===== src/hw/rtl/multi_button_debounce_edge_latch_top_defines.svh =====
// Assertion macros for the button debouncer top level.
`ifndef MULTI_BUTTON_DEBOUNCE_EDGE_LATCH_TOP_DEFINES_SVH
`define MULTI_BUTTON_DEBOUNCE_EDGE_LATCH_TOP_DEFINES_SVH

// Same-cycle implication, checked on the rising edge of clk outside reset.
`define MBDEL_ASSERT_SAME(lbl, ante, cons) \
	lbl: assert property (@(posedge clk) disable iff (!arst_n) (ante) |-> (cons)) \
		else $error("same-cycle check failed");

// Next-cycle implication, checked on the rising edge of clk outside reset.
`define MBDEL_ASSERT_NEXT(lbl, ante, cons) \
	lbl: assert property (@(posedge clk) disable iff (!arst_n) (ante) |=> (cons)) \
		else $error("next-cycle check failed");

`endif


===== src/hw/rtl/mbdel_pkg.sv =====
// Shared types and constants of the button debouncer.
package mbdel_pkg;

	localparam int NUM_BUTTONS = 16;
	localparam int LEVEL_W     = 16;
	localparam int INDEX_W     = 4;
	localparam int LOCK_W      = 5;
	localparam int PRESCALE_W  = 8;
	localparam int CFG_DATA_W  = 8;
	localparam int CFG_INDEX_W = 1;

	localparam logic [LOCK_W-1:0]     LOCKOUT_RESET  = LOCK_W'(20);
	localparam logic [PRESCALE_W-1:0] PRESCALE_RESET = PRESCALE_W'(9);

	typedef enum logic [1:0] {
		CMD_SCAN    = 2'd0,
		CMD_PUBLISH = 2'd1,
		CMD_READ    = 2'd2,
		CMD_RESET   = 2'd3
	} cmd_t;

	localparam logic [CFG_INDEX_W-1:0] REG_LOCKOUT_TICKS   = 1'b0;
	localparam logic [CFG_INDEX_W-1:0] REG_PRESCALE_RELOAD = 1'b1;

	// Decoded strobes of an accepted word; prescaler tick.
	typedef struct packed {
		logic scan;
		logic publish;
		logic read;
		logic restore;
		logic tick;
	} lane_ctrl_t;

	// What one lane reports to the merging stage.
	typedef struct packed {
		logic press;
		logic edge_bit;
		logic latched;
	} lane_out_t;

endpackage


===== src/hw/rtl/mbdel_lane.sv =====
// One debounce lane: level, lockout, pending and latched edge of a button.
module mbdel_lane (
	input  logic                            clk,
	input  logic                            arst_n,
	input  mbdel_pkg::lane_ctrl_t           ctrl,
	input  logic                            level,
	input  logic                            read_sel,
	input  logic [mbdel_pkg::LOCK_W-1:0]    lockout_ticks,
	output mbdel_pkg::lane_out_t            result
);

	logic                         level_q, level_d;
	logic                         pend_q, pend_d;
	logic                         latch_q, latch_d;
	logic [mbdel_pkg::LOCK_W-1:0] lock_q, lock_d;
	logic                         press;

	always_comb begin
		level_d = level_q;
		pend_d  = pend_q;
		latch_d = latch_q;
		lock_d  = lock_q;
		press   = 1'b0;
		if (ctrl.scan) begin
			if (level != level_q) begin
				level_d = level;
				if (lock_q == '0) begin
					if (!level) begin
						lock_d = lockout_ticks;
					end else begin
						pend_d = 1'b1;
						press  = 1'b1;
					end
				end
			end else if (ctrl.tick && lock_q != '0) begin
				lock_d = lock_q - mbdel_pkg::LOCK_W'(1);
			end
		end
		if (ctrl.publish) begin
			latch_d = latch_q | pend_q;
			pend_d  = 1'b0;
		end
		if (ctrl.read && read_sel) begin
			latch_d = 1'b0;
		end
		if (ctrl.restore) begin
			level_d = 1'b0;
			pend_d  = 1'b0;
			latch_d = 1'b0;
			lock_d  = lockout_ticks;
		end
	end

	always_ff @(posedge clk or negedge arst_n) begin
		if (!arst_n) begin
			level_q <= 1'b0;
			pend_q  <= 1'b0;
			latch_q <= 1'b0;
			lock_q  <= mbdel_pkg::LOCKOUT_RESET;
		end else begin
			level_q <= level_d;
			pend_q  <= pend_d;
			latch_q <= latch_d;
			lock_q  <= lock_d;
		end
	end

	assign result.press    = press;
	assign result.edge_bit = ctrl.read && read_sel && latch_q;
	assign result.latched  = latch_d;

endmodule


===== src/hw/rtl/multi_button_debounce_edge_latch_top.sv =====
// The result word of an accepted input word is in the output register in the next cycle.
// Throughput: one word per cycle; all buttons are handled by parallel lanes in that cycle.
// The input stalls only while the output register holds a word the consumer has not taken.
// Reset (arst_n low) clears levels, edges, prescaler and flag, loads lockouts with 20,
// and restores the lockout_ticks and prescale_reload registers to 20 and 9.
`include "multi_button_debounce_edge_latch_top_defines.svh"

module multi_button_debounce_edge_latch_top (
	input  logic                                 clk,
	input  logic                                 arst_n,
	// Input word channel.
	input  logic                                 in_valid,
	output logic                                 in_stall,
	input  logic [1:0]                           cmd,
	input  logic [mbdel_pkg::LEVEL_W-1:0]        pressed_bits,
	input  logic [mbdel_pkg::INDEX_W-1:0]        button_index,
	// Result word channel.
	output logic                                 out_valid,
	input  logic                                 out_stall,
	output logic                                 edge_read,
	output logic                                 update_pending,
	output logic [mbdel_pkg::LEVEL_W-1:0]        latched_bits,
	// Configuration write port.
	input  logic                                 cfg_we,
	input  logic [mbdel_pkg::CFG_INDEX_W-1:0]    cfg_index,
	input  logic [mbdel_pkg::CFG_DATA_W-1:0]     cfg_data
);

	// Configuration registers.
	logic [mbdel_pkg::LOCK_W-1:0]     lockout_ticks_q;
	logic [mbdel_pkg::PRESCALE_W-1:0] prescale_reload_q;

	always_ff @(posedge clk or negedge arst_n) begin
		if (!arst_n) begin
			lockout_ticks_q   <= mbdel_pkg::LOCKOUT_RESET;
			prescale_reload_q <= mbdel_pkg::PRESCALE_RESET;
		end else if (cfg_we) begin
			unique case (cfg_index)
				mbdel_pkg::REG_LOCKOUT_TICKS: begin
					lockout_ticks_q <= cfg_data[mbdel_pkg::LOCK_W-1:0];
				end
				mbdel_pkg::REG_PRESCALE_RELOAD: begin
					prescale_reload_q <= cfg_data;
				end
				default: begin
				end
			endcase
		end
	end

	// A word is taken whenever the output register is empty or is drained in this cycle,
	// so the core never waits on its own result.
	logic in_acc;
	assign in_stall = out_valid && out_stall;
	assign in_acc   = in_valid && !in_stall;

	// Command decode. Every command strobe is qualified by acceptance, so an idle cycle
	// leaves all lane state untouched.
	mbdel_pkg::cmd_t       cmd_code;
	mbdel_pkg::lane_ctrl_t ctrl;
	assign cmd_code = mbdel_pkg::cmd_t'(cmd);

	// The shared prescaler decrements on each scan, reloading when it was zero. Lockouts
	// tick on scans where the value it lands on is zero.
	logic [mbdel_pkg::PRESCALE_W-1:0] prescale_q, prescale_d;

	always_comb begin
		ctrl = '0;
		unique case (cmd_code)
			mbdel_pkg::CMD_SCAN:    ctrl.scan    = in_acc;
			mbdel_pkg::CMD_PUBLISH: ctrl.publish = in_acc;
			mbdel_pkg::CMD_READ:    ctrl.read    = in_acc;
			mbdel_pkg::CMD_RESET:   ctrl.restore = in_acc;
			default: begin
			end
		endcase
		prescale_d = (prescale_q != '0) ? prescale_q - mbdel_pkg::PRESCALE_W'(1)
		                                : prescale_reload_q;
		ctrl.tick  = (prescale_d == '0);
	end

	always_ff @(posedge clk or negedge arst_n) begin
		if (!arst_n) begin
			prescale_q <= '0;
		end else if (ctrl.scan) begin
			prescale_q <= prescale_d;
		end
	end

	// One lane per button. Buttons beyond the input width always see a released level,
	// and only buttons the index can reach can be read.
	mbdel_pkg::lane_out_t           lane_res [mbdel_pkg::NUM_BUTTONS];
	logic [mbdel_pkg::NUM_BUTTONS-1:0] press_vec;
	logic [mbdel_pkg::NUM_BUTTONS-1:0] edge_vec;
	logic [mbdel_pkg::NUM_BUTTONS-1:0] latched_vec;

	for (genvar i = 0; i < mbdel_pkg::NUM_BUTTONS; i++) begin : g_lane
		logic level;
		logic read_sel;
		if (i < mbdel_pkg::LEVEL_W) begin : g_visible
			assign level    = pressed_bits[i];
			assign read_sel = (button_index == mbdel_pkg::INDEX_W'(i));
		end else begin : g_hidden
			assign level    = 1'b0;
			assign read_sel = 1'b0;
		end

		mbdel_lane u_lane (
			.clk          (clk),
			.arst_n       (arst_n),
			.ctrl         (ctrl),
			.level        (level),
			.read_sel     (read_sel),
			.lockout_ticks(lockout_ticks_q),
			.result       (lane_res[i])
		);

		assign press_vec[i]   = lane_res[i].press;
		assign edge_vec[i]    = lane_res[i].edge_bit;
		assign latched_vec[i] = lane_res[i].latched;
	end

	// Merging stage: any new press raises the update flag, publish clears it, and the
	// read edge comes from the single selected lane.
	logic update_q, update_d;
	logic [mbdel_pkg::LEVEL_W-1:0] latched_view;

	always_comb begin
		update_d = update_q;
		if (ctrl.scan && (press_vec != '0)) begin
			update_d = 1'b1;
		end
		if (ctrl.publish) begin
			update_d = 1'b0;
		end
		latched_view = '0;
		for (int k = 0; k < mbdel_pkg::NUM_BUTTONS && k < mbdel_pkg::LEVEL_W; k++) begin
			latched_view[k] = latched_vec[k];
		end
	end

	always_ff @(posedge clk or negedge arst_n) begin
		if (!arst_n) begin
			update_q <= 1'b0;
		end else begin
			update_q <= update_d;
		end
	end

	// Output register. It loads on every accepted word and empties when the consumer
	// takes the word without refilling.
	logic                          out_valid_q;
	logic                          edge_q;
	logic                          flag_q;
	logic [mbdel_pkg::LEVEL_W-1:0] latched_q;

	always_ff @(posedge clk or negedge arst_n) begin
		if (!arst_n) begin
			out_valid_q <= 1'b0;
		end else if (in_acc) begin
			out_valid_q <= 1'b1;
		end else if (!out_stall) begin
			out_valid_q <= 1'b0;
		end
	end

	always_ff @(posedge clk) begin
		if (in_acc) begin
			edge_q    <= |edge_vec;
			flag_q    <= update_d;
			latched_q <= latched_view;
		end
	end

	assign out_valid      = out_valid_q;
	assign edge_read      = edge_q;
	assign update_pending = flag_q;
	assign latched_bits   = latched_q;

	// Every accepted word yields a result word in the next cycle.
	`MBDEL_ASSERT_NEXT(a_result_follows, in_acc, out_valid)
	// A publish word always reports a cleared update flag.
	`MBDEL_ASSERT_NEXT(a_publish_clears_flag, ctrl.publish, !update_pending)
	// Only a read word can report an edge.
	`MBDEL_ASSERT_NEXT(a_edge_only_on_read, in_acc && !ctrl.read, !edge_read)
	// The prescaler only moves on scan words.
	`MBDEL_ASSERT_NEXT(a_prescale_holds, !ctrl.scan, $stable(prescale_q))

endmodule


===== config.mk =====
export PLATFORM = sky130hd
export DESIGN_NAME = multi_button_debounce_edge_latch_top
export DESIGN_NICKNAME = d
export VERILOG_FILES = /design/src/hw/rtl/mbdel_pkg.sv /design/src/hw/rtl/mbdel_lane.sv /design/src/hw/rtl/multi_button_debounce_edge_latch_top.sv
export VERILOG_INCLUDE_DIRS = /design/src /design/src/hw/rtl
export SDC_FILE = /design/constraint.sdc
export NUM_CORES = 1
export LEC_CHECK = 0
export BUFFER_PORTS_ARGS = -buffer_cell sky130_fd_sc_hd__buf_2
export CORE_MARGIN = 5
export CORE_UTILIZATION = 56
export DETAILED_ROUTE_END_ITERATION = 8
export PLACE_DENSITY = 0.77
export SKIP_LAST_GASP = 1
export SYNTH_ARGS = -nofsm -noshare
export SYNTH_HDL_FRONTEND = slang
export SYNTH_SLANG_ARGS = --single-unit
export TNS_END_PERCENT = 20

===== constraint.sdc =====
create_clock -name clk -period 2.7 [get_ports clk]
set_input_delay 0.81 -clock clk [delete_from_list [all_inputs] [get_ports clk]]
set_output_delay 0.81 -clock clk [all_outputs]
set_load 0.05 [all_outputs]

==> out/results.txt <==
status = complete, no violations
Buffers on Ports = 55
vias per cell = 6.00
Critical path origin = prescale_q[2]
Layout Nets = 1206
CP required = 3060 ps
initial antenna violation count = 0
Layout Skew = 9.49 ps
sequential-to-total area share from yosys stat = 45.3%
ant diodes = 0
DRT met1 WL = 10.5 mm
largest net degree at the start of global routing = 54
number of routed nets with antenna violations = 0
leakage dissipation = 4.71 nW
Post-synth ARST share = 89.3%
DR iter-0 viols = 570
Core Util, Final = 66.2%
Hold Buf Count CTS = 0
top cell type's share of synthesized area = 29.9%
Clock transition at path regs = 70 ps
flops & latches, synth = 169
R2R depth = 9
CP Cell Sequence = or4_4, o41ai_2, buf_4, o2111ai_4, buf_4, o31ai_4, buf_4, a21oi_1, a21oi_1
Die Height = 141 µm
Die W = 141 µm
RSZ-0062 raised after global routing = true
relative slew slack = 40.4%
synthesis-to-finish area growth = 17.6%
Min-Delay Path Class = input pin to asynchronous set/reset pin
number of distinct library cells after synthesis = 58
Mean Syn Cell Area = 9.10 µm²
vias in the first global route = 8080
Met2 Wirelength = 11.7 mm
peak supply drop = 0.675 mV
worst path buffer plus inverter count = 3
count of final setup violators = 0
crit path max fanout = 9
Fin. Hold Viols = 0
CP max stage cell = or4_4
cell row count = 48
max-slew violation total from the final report = 0
reg-to-reg critical path startpoint = prescale_q[2]
final worst path period need = 2580 ps
Main synth FF type = dfrtp_1
GR Overflow Total = 0
critical path endpoint category = flip-flop
first-pass GRT wire length = 39.7 mm
number of max-cap violations = 0
Post-synth EDFFs = 18
Final Instance Area = 11300 µm²
Skew-Pair Late Insertion Delay = 440 ps
number of stages on the worst setup path = 9
top sig layer = met4
Post-synth top cells = 153 x a21oi_1, 115 x dfrtp_1, 91 x nand2_1, 84 x o21ai_0, 75 x nor2_1
WS Path Type = flip-flop to flip-flop
worst reg-to-reg setup slack = 120 ps
most used cell along the critical path = buf_4
CP top delay family = compound AO/OA/AOI/OAI gates
CTS buffer count = 17
Synth area leader = dfrtp_1
setup tns final = 0 ps
post-synthesis cell area = 9630 µm²
worst slew pin tran = 894 ps
Setup crit end = g_lane[13].u_lane.lock_q[3]
YS warnings = 0
Mapped Cells = 1059
CTS Root Cell = clkbuf_16
TritonCTS clock tree = yes
Synth area leaders = dfrtp_1 30%, dfstp_2 9.8%, a21oi_1 7.9%
PwrDens = 899 nW/µm²
# IOs = 56
post-DR wirelength/cell = 17.4 µm
Vias = 8242
Crit path arrival time = 2940 ps
clk sinks = 169
die area = 19900 µm²
FILL cells = 1339
detailed-placement wirelength estimate = 15.9 mm
most common cell in the netlist = a21oi_1
Global Route Usage Sum = 24.5%
Routability Congestion = 0.876
placed instance area = 10500 µm²
routed wl met3 = 1.15 mm
share of post-route cells with drive strength above 1 = 21.1%
startpoint types = flip-flop
Core Area = 17100 µm²
Remaining DRCs = 0
H-Tree Depth = 4
maximum clock rate = 387 MHz
maximum clock path buffer count = 2
First-pass DRT Iterations = 5
Final Cycle Share = 95.6%
WL final = 23.9 mm
Initial Util = 56.3%
FF-to-FF End = g_lane[13].u_lane.lock_q[3]
max incr delay on CP = 600 ps
Synthesized Nets = 1129
[layer usage]
layer | track usage, % | vias up
met4 | 8.72 | 0
met1 | 32.1 | 3991
met5 | 0 | -
met2 | 40.6 | 226
li1 | - | 3982
met3 | 5.02 | 43
[worst min-delay path by stage]
stage	to	start
3_5_place_dp	g_lane[5].u_lane.pend_q	g_lane[5].u_lane.pend_q
5_1_grt	g_lane[10].u_lane.lock_q[3]	arst_n
6_report	g_lane[10].u_lane.lock_q[3]	arst_n
2_1_floorplan	g_lane[10].u_lane.pend_q	g_lane[10].u_lane.pend_q
4_1_cts	g_lane[10].u_lane.lock_q[3]	arst_n
3_3_place_gp	g_lane[1].u_lane.pend_q	g_lane[1].u_lane.pend_q
[registers in the layout (all words and copies together), names as in the netlist]
name	flops
update_q	1
g_lane.u_lane.lock_q	80
prescale_q	8
edge_read	1
g_lane.u_lane.pend_q	16
latched_bits	16
g_lane.u_lane.level_q	16
lockout_ticks_q	5
update_pending	1
out_valid	1
g_lane.u_lane.latch_q	16
prescale_reload_q	8
[cell usage in the layout (no fill, tap or decap), drive strengths merged, types with 34 or more instances in the layout]
cell type	count
nor2	75
nand3	44
inv	56
buf	110
dfrtp	115
a21oi	154
dfstp	36
ha	34
nand2b	44
o21ai	104
nand2	91
[worst register-to-register path, stage by stage (launching register included)]
cell and delay [ps]:
dfrtp_1 380, or4_4 600, o41ai_2 340, buf_4 170
o2111ai_4 190, buf_4 220, o31ai_4 220, buf_4 200
a21oi_1 80, a21oi_1 120
[report_power, final]
part	internal, mW	switching (mW)
sequential	3.52	0.767
combinational	1.43	1.88
clock	1.42	1.17
total	6.37	3.82
[cell type report]
| class | count | area (µm²) | share of cell area [%] |
|---|---|---|---|
| multi-input combinational | 792 | 5030 | 44.4 |
| sequential | 169 | 4360 | 38.5 |
| timing repair buffer | 111 | 861 | 7.60 |
| clock buffer | 17 | 425 | 3.76 |
| tap | 225 | 282 | 2.49 |
| clock inverter | 15 | 191 | 1.69 |
| inverter | 45 | 173 | 1.52 |
[stage by stage]
| stage | setup WS [ps] | hold WS (ps) | power, mW | std cells |
|---|---|---|---|---|
| 2_1_floorplan | 2.13 | 463 | 6.54 | 1059 |
| 3_3_place_gp | -17.4 | 482 | 7.31 | 1334 |
| 3_5_place_dp | -90.0 | 498 | 7.48 | 1334 |
| 4_1_cts | 46.8 | 349 | 10.1 | 1366 |
| 5_1_grt | -35.2 | 370 | 10.9 | 1374 |
| 6_report | 118 | 325 | 10.2 | 1374 |
[cell families after synthesis]
| kind of cell | after synthesis | share of synthesized area [%] |
|---|---|---|
| AND/OR/NAND/NOR | 380 | 20.3 |
| XOR/XNOR | 17 | 1.55 |
| adder cells (fa/ha/maj) | 34 | 4.42 |
| AO/OA/AOI/OAI | 343 | 22.1 |
| flip-flops | 169 | 45.3 |
| buffers and inverters | 98 | 4.10 |
| multiplexers | 18 | 2.18 |
[timing repair]
action	in CTS	in global routing
setup buffers	0	7
gates resized for setup	2	12
pin swaps	0	5
cloned	0	1
setup endpoints to repair	18	80
endpoints found under the hold margin	0	0
(Power assumes the default switching activity.)
